[src/hw/rtl/msw_pkg.sv]
package msw_pkg;

    // parse phase codes
    localparam logic [1:0] PHASE_SUBHDR = 2'd0;
    localparam logic [1:0] PHASE_LEN1   = 2'd1;
    localparam logic [1:0] PHASE_LEN2   = 2'd2;
    localparam logic [1:0] PHASE_DONE   = 2'd3;

    // subheader byte layout and channel id ranges
    localparam int unsigned EXT_BIT      = 5;
    localparam int unsigned LEN_LONG_BIT = 7;
    localparam logic [4:0]  LCID_COMMON     = 5'd0;
    localparam logic [4:0]  LCID_SIGNAL_MAX = 5'd2;
    localparam logic [4:0]  LCID_BEARER_MAX = 5'd10;
    localparam logic [4:0]  LCID_FIXED_MIN  = 5'd27;

    // subheader count saturates here
    localparam logic [3:0]  COUNT_MAX        = 4'd15;
    localparam logic [3:0]  MAX_SUBHDR_RESET = 4'd12;

    // one byte of the transport block
    typedef struct packed {
        logic [7:0] data_byte;
        logic       last_byte;
    } byte_req_t;

    // per-byte parse result
    typedef struct packed {
        logic       subheader_seen;
        logic [4:0] channel_id;
        logic       has_common;
        logic       has_signalling;
        logic       has_bearer;
        logic       parse_done;
        logic       block_end;
    } parse_res_t;

endpackage

[src/hw/rtl/msw_ifs.sv]
// byte request channel
interface msw_in_if;
    logic       valid;
    logic       ready;
    logic [7:0] data_byte;
    logic       last_byte;

    modport source (output valid, output data_byte, output last_byte, input ready);
    modport sink   (input valid, input data_byte, input last_byte, output ready);
endinterface

// parse result channel
interface msw_out_if;
    logic       valid;
    logic       ready;
    logic       subheader_seen;
    logic [4:0] channel_id;
    logic       has_common;
    logic       has_signalling;
    logic       has_bearer;
    logic       parse_done;
    logic       block_end;

    modport source (output valid, output subheader_seen, output channel_id,
                    output has_common, output has_signalling, output has_bearer,
                    output parse_done, output block_end, input ready);
    modport sink   (input valid, input subheader_seen, input channel_id,
                    input has_common, input has_signalling, input has_bearer,
                    input parse_done, input block_end, output ready);
endinterface

[src/hw/rtl/msw_parser.sv]
module msw_parser
    import msw_pkg::*;
(
    input  logic       clk,
    input  logic       rst_n,
    input  logic       step,
    input  byte_req_t  req,
    input  logic [3:0] max_subheaders,
    output parse_res_t res
);

    logic [1:0] phase_reg;
    logic [1:0] phase_next;
    logic [3:0] count_reg;
    logic [3:0] count_next;
    logic       common_reg;
    logic       common_next;
    logic       signal_reg;
    logic       signal_next;
    logic       bearer_reg;
    logic       bearer_next;

    logic [4:0] lcid;
    logic       ext;
    logic [3:0] count_inc;
    logic       limit_hit;
    logic [1:0] after_subhdr;

    assign lcid      = req.data_byte[4:0];
    assign ext       = req.data_byte[EXT_BIT];
    assign count_inc = (count_reg < COUNT_MAX) ? count_reg + 4'd1 : count_reg;
    assign limit_hit = (count_reg >= max_subheaders);
    assign after_subhdr = limit_hit ? PHASE_DONE : PHASE_SUBHDR;

    // next parse state for this byte
    always_comb
    begin
        phase_next  = phase_reg;
        count_next  = count_reg;
        common_next = common_reg;
        signal_next = signal_reg;
        bearer_next = bearer_reg;
        res.subheader_seen = 1'b0;
        res.channel_id     = '0;
        unique case (phase_reg)
            PHASE_SUBHDR:
            begin
                res.subheader_seen = 1'b1;
                res.channel_id     = lcid;
                if (lcid == LCID_COMMON)
                begin
                    common_next = 1'b1;
                end
                else if (lcid <= LCID_SIGNAL_MAX)
                begin
                    signal_next = 1'b1;
                end
                else if (lcid <= LCID_BEARER_MAX)
                begin
                    bearer_next = 1'b1;
                end
                count_next = count_inc;
                if (!ext || (count_inc >= max_subheaders))
                begin
                    phase_next = PHASE_DONE;
                end
                else if (lcid < LCID_FIXED_MIN)
                begin
                    phase_next = PHASE_LEN1;
                end
                else
                begin
                    phase_next = PHASE_SUBHDR;
                end
            end
            PHASE_LEN1:
            begin
                phase_next = req.data_byte[LEN_LONG_BIT] ? PHASE_LEN2 : after_subhdr;
            end
            PHASE_LEN2:
            begin
                phase_next = after_subhdr;
            end
            PHASE_DONE:
            begin
                phase_next = PHASE_DONE;
            end
            default:
            begin
                phase_next = PHASE_DONE;
            end
        endcase
        res.has_common     = common_next;
        res.has_signalling = signal_next;
        res.has_bearer     = bearer_next;
        res.parse_done     = (phase_next == PHASE_DONE);
        res.block_end      = req.last_byte;
    end

    // parse state, cleared after the last byte of a block
    always_ff @(posedge clk or negedge rst_n)
    begin
        if (!rst_n)
        begin
            phase_reg  <= PHASE_SUBHDR;
            count_reg  <= '0;
            common_reg <= 1'b0;
            signal_reg <= 1'b0;
            bearer_reg <= 1'b0;
        end
        else if (step)
        begin
            if (req.last_byte)
            begin
                phase_reg  <= PHASE_SUBHDR;
                count_reg  <= '0;
                common_reg <= 1'b0;
                signal_reg <= 1'b0;
                bearer_reg <= 1'b0;
            end
            else
            begin
                phase_reg  <= phase_next;
                count_reg  <= count_next;
                common_reg <= common_next;
                signal_reg <= signal_next;
                bearer_reg <= bearer_next;
            end
        end
    end

endmodule

[src/hw/rtl/mac_subheader_lcid_walker_top.sv]
// MAC subheader walker for decoded downlink transport blocks.
// in_ch carries one byte of the block per request, with last_byte set on the
// final byte; the byte after it starts a new block. out_ch returns exactly one
// result per byte, in order: whether the byte was a subheader, its channel id,
// the running common/signalling/bearer flags, parse_done and block_end.
// The subheader limit is written through cfg_wr_en/cfg_wr_data, and the user must
// write it only while idle, as the block does not enforce this; it resets to 12.
// A byte accepted on in_ch goes through one input register and one result
// register before it is offered on out_ch. Throughput is one byte per cycle
// while out_ch does not stall; the parse state is updated in the same cycle as
// the input register hands its byte to the result register.
// If out_ch stalls, the result register holds, the input register fills, and
// in_ch.ready drops; nothing is lost and both sides resume at full rate.
// Reset empties both registers, sets the limit to 12 and returns the parser
// to the start of a block with all flags clear.
module mac_subheader_lcid_walker_top
    import msw_pkg::*;
(
    input  logic       clk,
    input  logic       rst_n,
    input  logic       cfg_wr_en,
    input  logic [3:0] cfg_wr_data,
    msw_in_if.sink     in_ch,
    msw_out_if.source  out_ch
);

    logic [3:0] max_subheaders_reg;
    logic       in_valid_reg;
    byte_req_t  in_data_reg;
    logic       out_valid_reg;
    parse_res_t out_data_reg;
    parse_res_t parse_res;
    logic       advance;

    // configuration register
    always_ff @(posedge clk or negedge rst_n)
    begin
        if (!rst_n)
        begin
            max_subheaders_reg <= MAX_SUBHDR_RESET;
        end
        else if (cfg_wr_en)
        begin
            max_subheaders_reg <= cfg_wr_data;
        end
    end

    // pipeline handshake
    assign advance     = in_valid_reg && (!out_valid_reg || out_ch.ready);
    assign in_ch.ready = !in_valid_reg || advance;

    // input register
    always_ff @(posedge clk or negedge rst_n)
    begin
        if (!rst_n)
        begin
            in_valid_reg <= 1'b0;
        end
        else if (in_ch.ready)
        begin
            in_valid_reg <= in_ch.valid;
        end
    end

    always_ff @(posedge clk)
    begin
        if (in_ch.valid && in_ch.ready)
        begin
            in_data_reg.data_byte <= in_ch.data_byte;
            in_data_reg.last_byte <= in_ch.last_byte;
        end
    end

    msw_parser u_parser (
        .clk            (clk),
        .rst_n          (rst_n),
        .step           (advance),
        .req            (in_data_reg),
        .max_subheaders (max_subheaders_reg),
        .res            (parse_res)
    );

    // result register
    always_ff @(posedge clk or negedge rst_n)
    begin
        if (!rst_n)
        begin
            out_valid_reg <= 1'b0;
        end
        else if (advance)
        begin
            out_valid_reg <= 1'b1;
        end
        else if (out_ch.ready)
        begin
            out_valid_reg <= 1'b0;
        end
    end

    always_ff @(posedge clk)
    begin
        if (advance)
        begin
            out_data_reg <= parse_res;
        end
    end

    assign out_ch.valid          = out_valid_reg;
    assign out_ch.subheader_seen = out_data_reg.subheader_seen;
    assign out_ch.channel_id     = out_data_reg.channel_id;
    assign out_ch.has_common     = out_data_reg.has_common;
    assign out_ch.has_signalling = out_data_reg.has_signalling;
    assign out_ch.has_bearer     = out_data_reg.has_bearer;
    assign out_ch.parse_done     = out_data_reg.parse_done;
    assign out_ch.block_end      = out_data_reg.block_end;

endmodule

[src/flat_wrapper.sv]
// flat-port wrapper written by rule: the top's interface ports become plain ports
module mac_subheader_lcid_walker_top_flat import msw_pkg::*;
  (clk, rst_n, cfg_wr_en, cfg_wr_data, in_ch_valid, in_ch_data_byte, in_ch_last_byte, in_ch_ready, out_ch_valid, out_ch_subheader_seen, out_ch_channel_id, out_ch_has_common, out_ch_has_signalling, out_ch_has_bearer, out_ch_parse_done, out_ch_block_end, out_ch_ready);
  msw_in_if in_ch_i ();
  msw_out_if out_ch_i ();
  input  logic clk;
  input  logic rst_n;
  input  logic cfg_wr_en;
  input  logic [3:0] cfg_wr_data;
  input wire logic [$bits(in_ch_i.valid)-1:0] in_ch_valid;
  input wire logic [$bits(in_ch_i.data_byte)-1:0] in_ch_data_byte;
  input wire logic [$bits(in_ch_i.last_byte)-1:0] in_ch_last_byte;
  output wire logic [$bits(in_ch_i.ready)-1:0] in_ch_ready;
  output wire logic [$bits(out_ch_i.valid)-1:0] out_ch_valid;
  output wire logic [$bits(out_ch_i.subheader_seen)-1:0] out_ch_subheader_seen;
  output wire logic [$bits(out_ch_i.channel_id)-1:0] out_ch_channel_id;
  output wire logic [$bits(out_ch_i.has_common)-1:0] out_ch_has_common;
  output wire logic [$bits(out_ch_i.has_signalling)-1:0] out_ch_has_signalling;
  output wire logic [$bits(out_ch_i.has_bearer)-1:0] out_ch_has_bearer;
  output wire logic [$bits(out_ch_i.parse_done)-1:0] out_ch_parse_done;
  output wire logic [$bits(out_ch_i.block_end)-1:0] out_ch_block_end;
  input wire logic [$bits(out_ch_i.ready)-1:0] out_ch_ready;
  assign in_ch_i.valid = in_ch_valid;
  assign in_ch_i.data_byte = in_ch_data_byte;
  assign in_ch_i.last_byte = in_ch_last_byte;
  assign in_ch_ready = in_ch_i.ready;
  assign out_ch_valid = out_ch_i.valid;
  assign out_ch_subheader_seen = out_ch_i.subheader_seen;
  assign out_ch_channel_id = out_ch_i.channel_id;
  assign out_ch_has_common = out_ch_i.has_common;
  assign out_ch_has_signalling = out_ch_i.has_signalling;
  assign out_ch_has_bearer = out_ch_i.has_bearer;
  assign out_ch_parse_done = out_ch_i.parse_done;
  assign out_ch_block_end = out_ch_i.block_end;
  assign out_ch_i.ready = out_ch_ready;
  mac_subheader_lcid_walker_top u_core (.clk(clk), .rst_n(rst_n), .cfg_wr_en(cfg_wr_en), .cfg_wr_data(cfg_wr_data), .in_ch(in_ch_i), .out_ch(out_ch_i));
endmodule
[config.mk]
export PLATFORM = sky130hd
export DESIGN_NAME = mac_subheader_lcid_walker_top_flat
export DESIGN_NICKNAME = d
export VERILOG_FILES = /design/src/hw/rtl/msw_pkg.sv /design/src/hw/rtl/msw_ifs.sv /design/src/hw/rtl/msw_parser.sv /design/src/hw/rtl/mac_subheader_lcid_walker_top.sv /design/src/flat_wrapper.sv
export SDC_FILE = /design/constraint.sdc
export NUM_CORES = 1
export LEC_CHECK = 0
export CAP_MARGIN = 15
export CORE_MARGIN = 5
export CORE_UTILIZATION = 30
export CTS_BUF_LIST = sky130_fd_sc_hd__clkbuf_8
export DETAILED_ROUTE_END_ITERATION = 7
export DONT_BUFFER_PORTS = 1
export GPL_ROUTABILITY_DRIVEN = 0
export MAX_ROUTING_LAYER = met4
export PLACE_DENSITY = 0.42
export SLEW_MARGIN = 20
export SYNTH_ARGS = -nofsm -noshare
export SYNTH_HDL_FRONTEND = slang
export SYNTH_SLANG_ARGS = --single-unit
[constraint.sdc]
create_clock -name clk -period 2.4 [get_ports clk]
set_input_delay 0.48 -clock clk [delete_from_list [all_inputs] [get_ports clk]]
set_output_delay 0.48 -clock clk [all_outputs]
set_load 0.02 [all_outputs]
**Word-level counts from Yosys, hierarchy flattened**

Cells that the tools add are included.

- Logic and storage cells: 65
- Flip-flop bits (word level): 35
- Input port bits: 18
- Output and inout port bits: 13

- $add $sub $neg: 1
- Mux-type cells: 24
- Order comparisons: 6
- Eq/ne operators: 4
- Reductions and logical operators: 13

Operators with widths:

| kind | count |
|---|---|
| $mux W1 | 15 |
| $mux W4 | 3 |
| $ge A4 B4 Y1 | 2 |
| $mux W2 | 4 |
| $pmux W2 S4 | 1 |
| $eq A2 B2 Y1 const B | 3 |
| $mux W6 | 1 |
| $le A5 B2 Y1 const B | 1 |
| $le A5 B4 Y1 const B | 1 |
| $logic_not A5 Y1 | 1 |
| $lt A5 B5 Y1 const B | 1 |
| $add A4 B1 Y4 const B | 1 |
| $lt A4 B4 Y1 const B | 1 |
| $reduce_bool A2 Y1 | 2 |
| $logic_not A1 Y1 | 3 |
| $logic_or A1 B1 Y1 | 3 |
| $eq A2 B1 Y1 const B | 1 |
| $logic_and A1 B1 Y1 | 2 |
| $logic_not A2 Y1 | 1 |
| $reduce_and A2 Y1 | 1 |

**Logic depth before layout (Yosys ltp)**

- Depth after elaboration: 7
- Gate-level depth with buffers: 9
- Gate-level depth less buffers: 9

**Hierarchy**

A second synthesis with hierarchy kept.

- Cell total of the unflattened synthesis: 143
- Area total of the unflattened synthesis: 1726.7 µm²

Modules (own cells, without submodules):

| module | area each (µm²) | cells each | sequential area each (µm²) | instances |
|---|---|---|---|---|
| msw_parser | 877.1 | 107 | 225.2 | 1 |
| mac_subheader_lcid_walker_top | 849.6 | 36 | 753.2 | 1 |

**Worst setup path before layout**

No wires, ideal clock.

- Path kind: register to register
- From: register u_core.u_parser.count_reg[0]
- To: register u_core.out_data_reg, in the netlist u_core.out_ch.parse_done, data pin
- Path slack: 0.265 ns
- Data required time: 2.139 ns
- Period minus slack after synthesis: 2.135 ns
- Data arrival time: 1.873 ns
- Buffers on the path: 0
- Library setup time: 0.261 ns
- Cell stages (with the launch flop): 10
- Path through: dfrtp_1 -> ha_1 -> and3_1 -> nor2_1 -> ha_1 -> or2_2 -> a21oi_1 -> a21oi_1 -> a2bb2oi_1 -> a21boi_0

RTL lines:

| what | RTL line | source |
|---|---|---|
| start, declared | msw_parser.sv:14 | `logic [3:0] count_reg;` |
| start signal, assigned | msw_parser.sv:124 | `count_reg <= count_next;` |
| end signal, assigned | mac_subheader_lcid_walker_top.sv:104 | `out_data_reg <= parse_res;` |
| end, declared | mac_subheader_lcid_walker_top.sv:31 | `parse_res_t out_data_reg;` |

==> results.sh <==
export IMPL_route_detailed_vias_per_inst=4.575
export IMPL_route_final_wire_length_um=2937
export IMPL_synth_cell_types=35
export IMPL_drtIter0Drc=13
export IMPL_wp_data_required_ps=2430
export IMPL_timing_critical_path_from_type="flip-flop"
export IMPL_half_perimeter_wire_length_after_placement_um=2229
export IMPL_final_net_count=168
export IMPL_preCtsSetupSlack_ps=-25.62
export IMPL_critical_path_max_stage_delay_ps=390
export IMPL_route_detailed_wl_per_inst_um=13.85
export IMPL_highest_delay_cell_along_the_critical_path="sky130_fd_sc_hd__dfrtp_1"
export IMPL_initial_utilization_pct=30.77
export IMPL_grt_pass1_vias=988
export IMPL_dieArea_um2=6786
export IMPL_largest_register_ffs=8
export IMPL_cp_common_cell="sky130_fd_sc_hd__ha_1"
export IMPL_worst_setup_hold_path_clk_slew_ps=70
export IMPL_grt_first_pass_wirelength_um=4698
export IMPL_setup_repair_after_global_routing_missed_its_margin="no"
export IMPL_multiInputGateArea_um2=591.8
export IMPL_crit_reg2reg_launch="u_core.u_parser.count_reg[0]$_DFFE_PN0P_"
export IMPL_cp_max_fo=4
export IMPL_postSynthCellCount=130
export IMPL_clk_insertion_delay_late_ps=280
export IMPL_layout_commonest_cell="sky130_fd_sc_hd__edfxtp_1"
export IMPL_hold_class="in -> async"
export IMPL_layout_area_overhead_vs_synth_pct=17.60
export IMPL_max_slew_margin_pct=53.71
export IMPL_crit_type="reg -> reg"
export IMPL_die_h_um=82.38
export IMPL_dr_total_vias=970
export IMPL_max_cap_violations=0
export IMPL_synth_warning_count=0
export IMPL_r2r_slack_ps=120
export IMPL_synth_mux_area_share_pct=2.070
export IMPL_synthesis_area_um2=1572
export IMPL_hold_ws_ps=33.26
export IMPL_timing_final_max_slew_violations=0
export IMPL_final_period_minus_worst_setup_slack_ps=2278
export IMPL_max_vdd_ir_drop_v=0.0003774
export IMPL_antennaDiodeCount=0
export IMPL_grt_remaining_overflow=0
export IMPL_fillCellCount=524
export IMPL_cts_tree="done"
export IMPL_critical_path_arrival_ps=2310
export IMPL_antenna_left=0
export IMPL_antenna_found_initial=0
export IMPL_cts_buffers_inserted=5
export IMPL_core_um2=5107
export IMPL_post_synth_top_area_fraction_pct=36.31
export IMPL_gr_usage_all_layers_pct=9.747
export IMPL_synth_xor_xnor_area_share_pct=1.672
export IMPL_layout_cells_most_common_list="19 x sky130_fd_sc_hd__edfxtp_1, 13 x sky130_fd_sc_hd__dfrtp_1, 11 x sky130_fd_sc_hd__a21oi_1"
export IMPL_layoutNonFillerInstCount=212
export IMPL_worstPathCellList="ha_1, and3_1, nor2_2, ha_1, or2_2, a21oi_1, a21oi_2, a2bb2oi_1, a21boi_2"
export IMPL_drt_first_pass_iters=4
export IMPL_placement_rows=26
export IMPL_final_setup_worst_slack_ps=122.4
export IMPL_r2r_cells=9
export IMPL_leakage_nw=0.7573
export IMPL_worst_path_buf_inv=0
export IMPL_synth_adder_area_share_pct=7.166
export IMPL_clk_sinks=34
export IMPL_post_synth_cell_area_avg_um2=12.09
export IMPL_synth_compound_area_share_pct=12.34
export IMPL_critical_path_reg2reg_endpoint="u_core.out_ch.parse_done$_DFFE_PP_"
export IMPL_final_setup_skew_ps=8.174
export IMPL_ys_ff_latch=34
export IMPL_run_status="finished clean"
export IMPL_die_width_um=82.38
export IMPL_synth_sequential_area_ratio_pct=60.35
export IMPL_cts_setup_buffers=0
export IMPL_synth_largest_area_cell="sky130_fd_sc_hd__edfxtp_1"
export IMPL_synth_simple_gate_area_share_pct=13.77
export IMPL_share_of_cells_above_drive_strength_1_pct=17.61
export IMPL_clk_path_buf_depth=2
export IMPL_power_density_nw_per_um2=1101
export IMPL_io_buffer_count=0
export IMPL_remaining_drc_errors=0
export IMPL_timing_final_hold_violations=0
export IMPL_io_pin_count=31
export IMPL_cts_htree_levels=2
export IMPL_sequential_cell_area_um2=948.4
export IMPL_worst_pin_slew_ps=692.1
export IMPL_timing_fmax_mhz=439.1
export IMPL_synth_top_family_by_area="simple AND/OR/NAND/NOR gates"
export IMPL_cp_top_family="simple AND/OR/NAND/NOR gates"
export IMPL_setup_viol=0
export IMPL_min_period_over_period_pct=94.90
export IMPL_cts_root_buffer_cell="sky130_fd_sc_hd__clkbuf_8"
export IMPL_setup_worst_path_end_class="flip-flop"
export IMPL_mappedNetlistNets=157
export IMPL_pin_count_of_the_biggest_net_entering_global_routing=14
export IMPL_top_post_synthesis_cells_by_area="sky130_fd_sc_hd__edfxtp_1 36%, sky130_fd_sc_hd__dfrtp_1 21%, sky130_fd_sc_hd__ha_1 7.2%"
export IMPL_place_inst=203
-- final cells by class --
cell class | count | share of cell area, %
Timing Repair Buffer | 5 | 2.167
Inverter | 10 | 2.031
Tap cell | 70 | 4.739
Sequential cell | 34 | 51.32
Multi-Input combinational cell | 85 | 32.02
Clock buffer | 6 | 4.469
Clock inverter | 2 | 3.250
-- report_power, final --
| part | leakage (nW) | total (mW) | switching (mW) | internal (mW) |
|---|---|---|---|---|
| logic | 0.314 | 0.522 | 0.285 | 0.237 |
| registers | 0.372 | 0.866 | 0.112 | 0.754 |
| clock network | 0.0714 | 0.648 | 0.205 | 0.443 |
-- kinds of logic (layout without fill, tap and decap cells) --
logic type,after synthesis,in the layout
xor+xnor,3,3
compound gates,31,31
simple gates,39,39
flops,34,34
fa+ha+maj,9,9
mux,3,3
buf+inv,11,23
-- synthesized netlist by cell type --
master	n
sky130_fd_sc_hd__a22o_1	1
sky130_fd_sc_hd__and2_1	6
sky130_fd_sc_hd__a2bb2oi_1	1
sky130_fd_sc_hd__dfrtp_1	13
sky130_fd_sc_hd__a21boi_0	1
sky130_fd_sc_hd__nor3_2	1
sky130_fd_sc_hd__mux2_2	2
sky130_fd_sc_hd__a21o_1	1
sky130_fd_sc_hd__and3_1	1
sky130_fd_sc_hd__a211oi_1	1
sky130_fd_sc_hd__clkinv_1	1
sky130_fd_sc_hd__o221ai_1	1
sky130_fd_sc_hd__or2_2	3
sky130_fd_sc_hd__xnor2_1	3
sky130_fd_sc_hd__nand2b_1	4
sky130_fd_sc_hd__or4_4	1
sky130_fd_sc_hd__edfxtp_1	19
sky130_fd_sc_hd__nor3_1	3
sky130_fd_sc_hd__mux2i_1	1
sky130_fd_sc_hd__nand3b_1	1
sky130_fd_sc_hd__clkbuf_1	1
sky130_fd_sc_hd__nand3_1	2
sky130_fd_sc_hd__a32o_1	3
sky130_fd_sc_hd__nor2b_1	1
sky130_fd_sc_hd__a21oi_1	12
sky130_fd_sc_hd__ha_1	9
sky130_fd_sc_hd__inv_1	9
sky130_fd_sc_hd__nor2_1	5
sky130_fd_sc_hd__or2b_1	1
sky130_fd_sc_hd__or2_4	1
sky130_fd_sc_hd__o21ai_0	8
sky130_fd_sc_hd__nand2_1	9
sky130_fd_sc_hd__a31oi_1	1
sky130_fd_sc_hd__o22a_1	1
sky130_fd_sc_hd__dfstp_2	2
-- through the flow --
step           setup TNS, ps  power (mW)  util (%)  instance area (um2)
6_report                   0       2.035     36.18                 1848
5_1_grt                    0       2.169     36.18                 1848
4_1_cts                    0       2.042     35.99                 1838
3_5_place_dp          -25.62       1.373     33.00                 1685
3_3_place_gp               0       1.361     33.00                 1685
2_1_floorplan              0       1.233         -                 1572
-- worst reg2reg max path, cell delays in order, from the launching register on --
cell                        delay, ps
sky130_fd_sc_hd__dfrtp_1          390
sky130_fd_sc_hd__ha_1             240
sky130_fd_sc_hd__and3_1           200
sky130_fd_sc_hd__nor2_2           140
sky130_fd_sc_hd__ha_1             240
sky130_fd_sc_hd__or2_2            270
sky130_fd_sc_hd__a21oi_1          180
sky130_fd_sc_hd__a21oi_2           70
sky130_fd_sc_hd__a2bb2oi_1        150
sky130_fd_sc_hd__a21boi_2         170
-- layer usage --
metal	GRT usage (%)	wire length [um]
met1	12.15	1431
met2	14.42	1369
met3	3.688	116
met4	3.488	20
met5	-	0
-- worst max-delay path by stage --
stage / startpoint / end / cells past startpoint
floorplan: u_core.u_parser.count_reg[0]$_DFFE_PN0P_ / u_core.out_ch.parse_done$_DFFE_PP_ / 9
global placement: u_core.u_parser.count_reg[0]$_DFFE_PN0P_ / u_core.out_ch.parse_done$_DFFE_PP_ / 8
detailed placement: u_core.u_parser.count_reg[0]$_DFFE_PN0P_ / u_core.out_ch.parse_done$_DFFE_PP_ / 8
CTS: u_core.u_parser.count_reg[0]$_DFFE_PN0P_ / u_core.out_ch.parse_done$_DFFE_PP_ / 8
global route: u_core.u_parser.count_reg[0]$_DFFE_PN0P_ / u_core.out_ch.parse_done$_DFFE_PP_ / 9
finish: u_core.u_parser.count_reg[0]$_DFFE_PN0P_ / u_core.out_ch.parse_done$_DFFE_PP_ / 9
-- repair_timing --
action,CTS,global route
gates resized for setup,1,3
setup endpoints to repair,1,2
hold buffers,1,0
gates cloned,0,0
endpoints found under the hold margin,13,0
No activity file was read; power rests on OpenSTA's default activity.
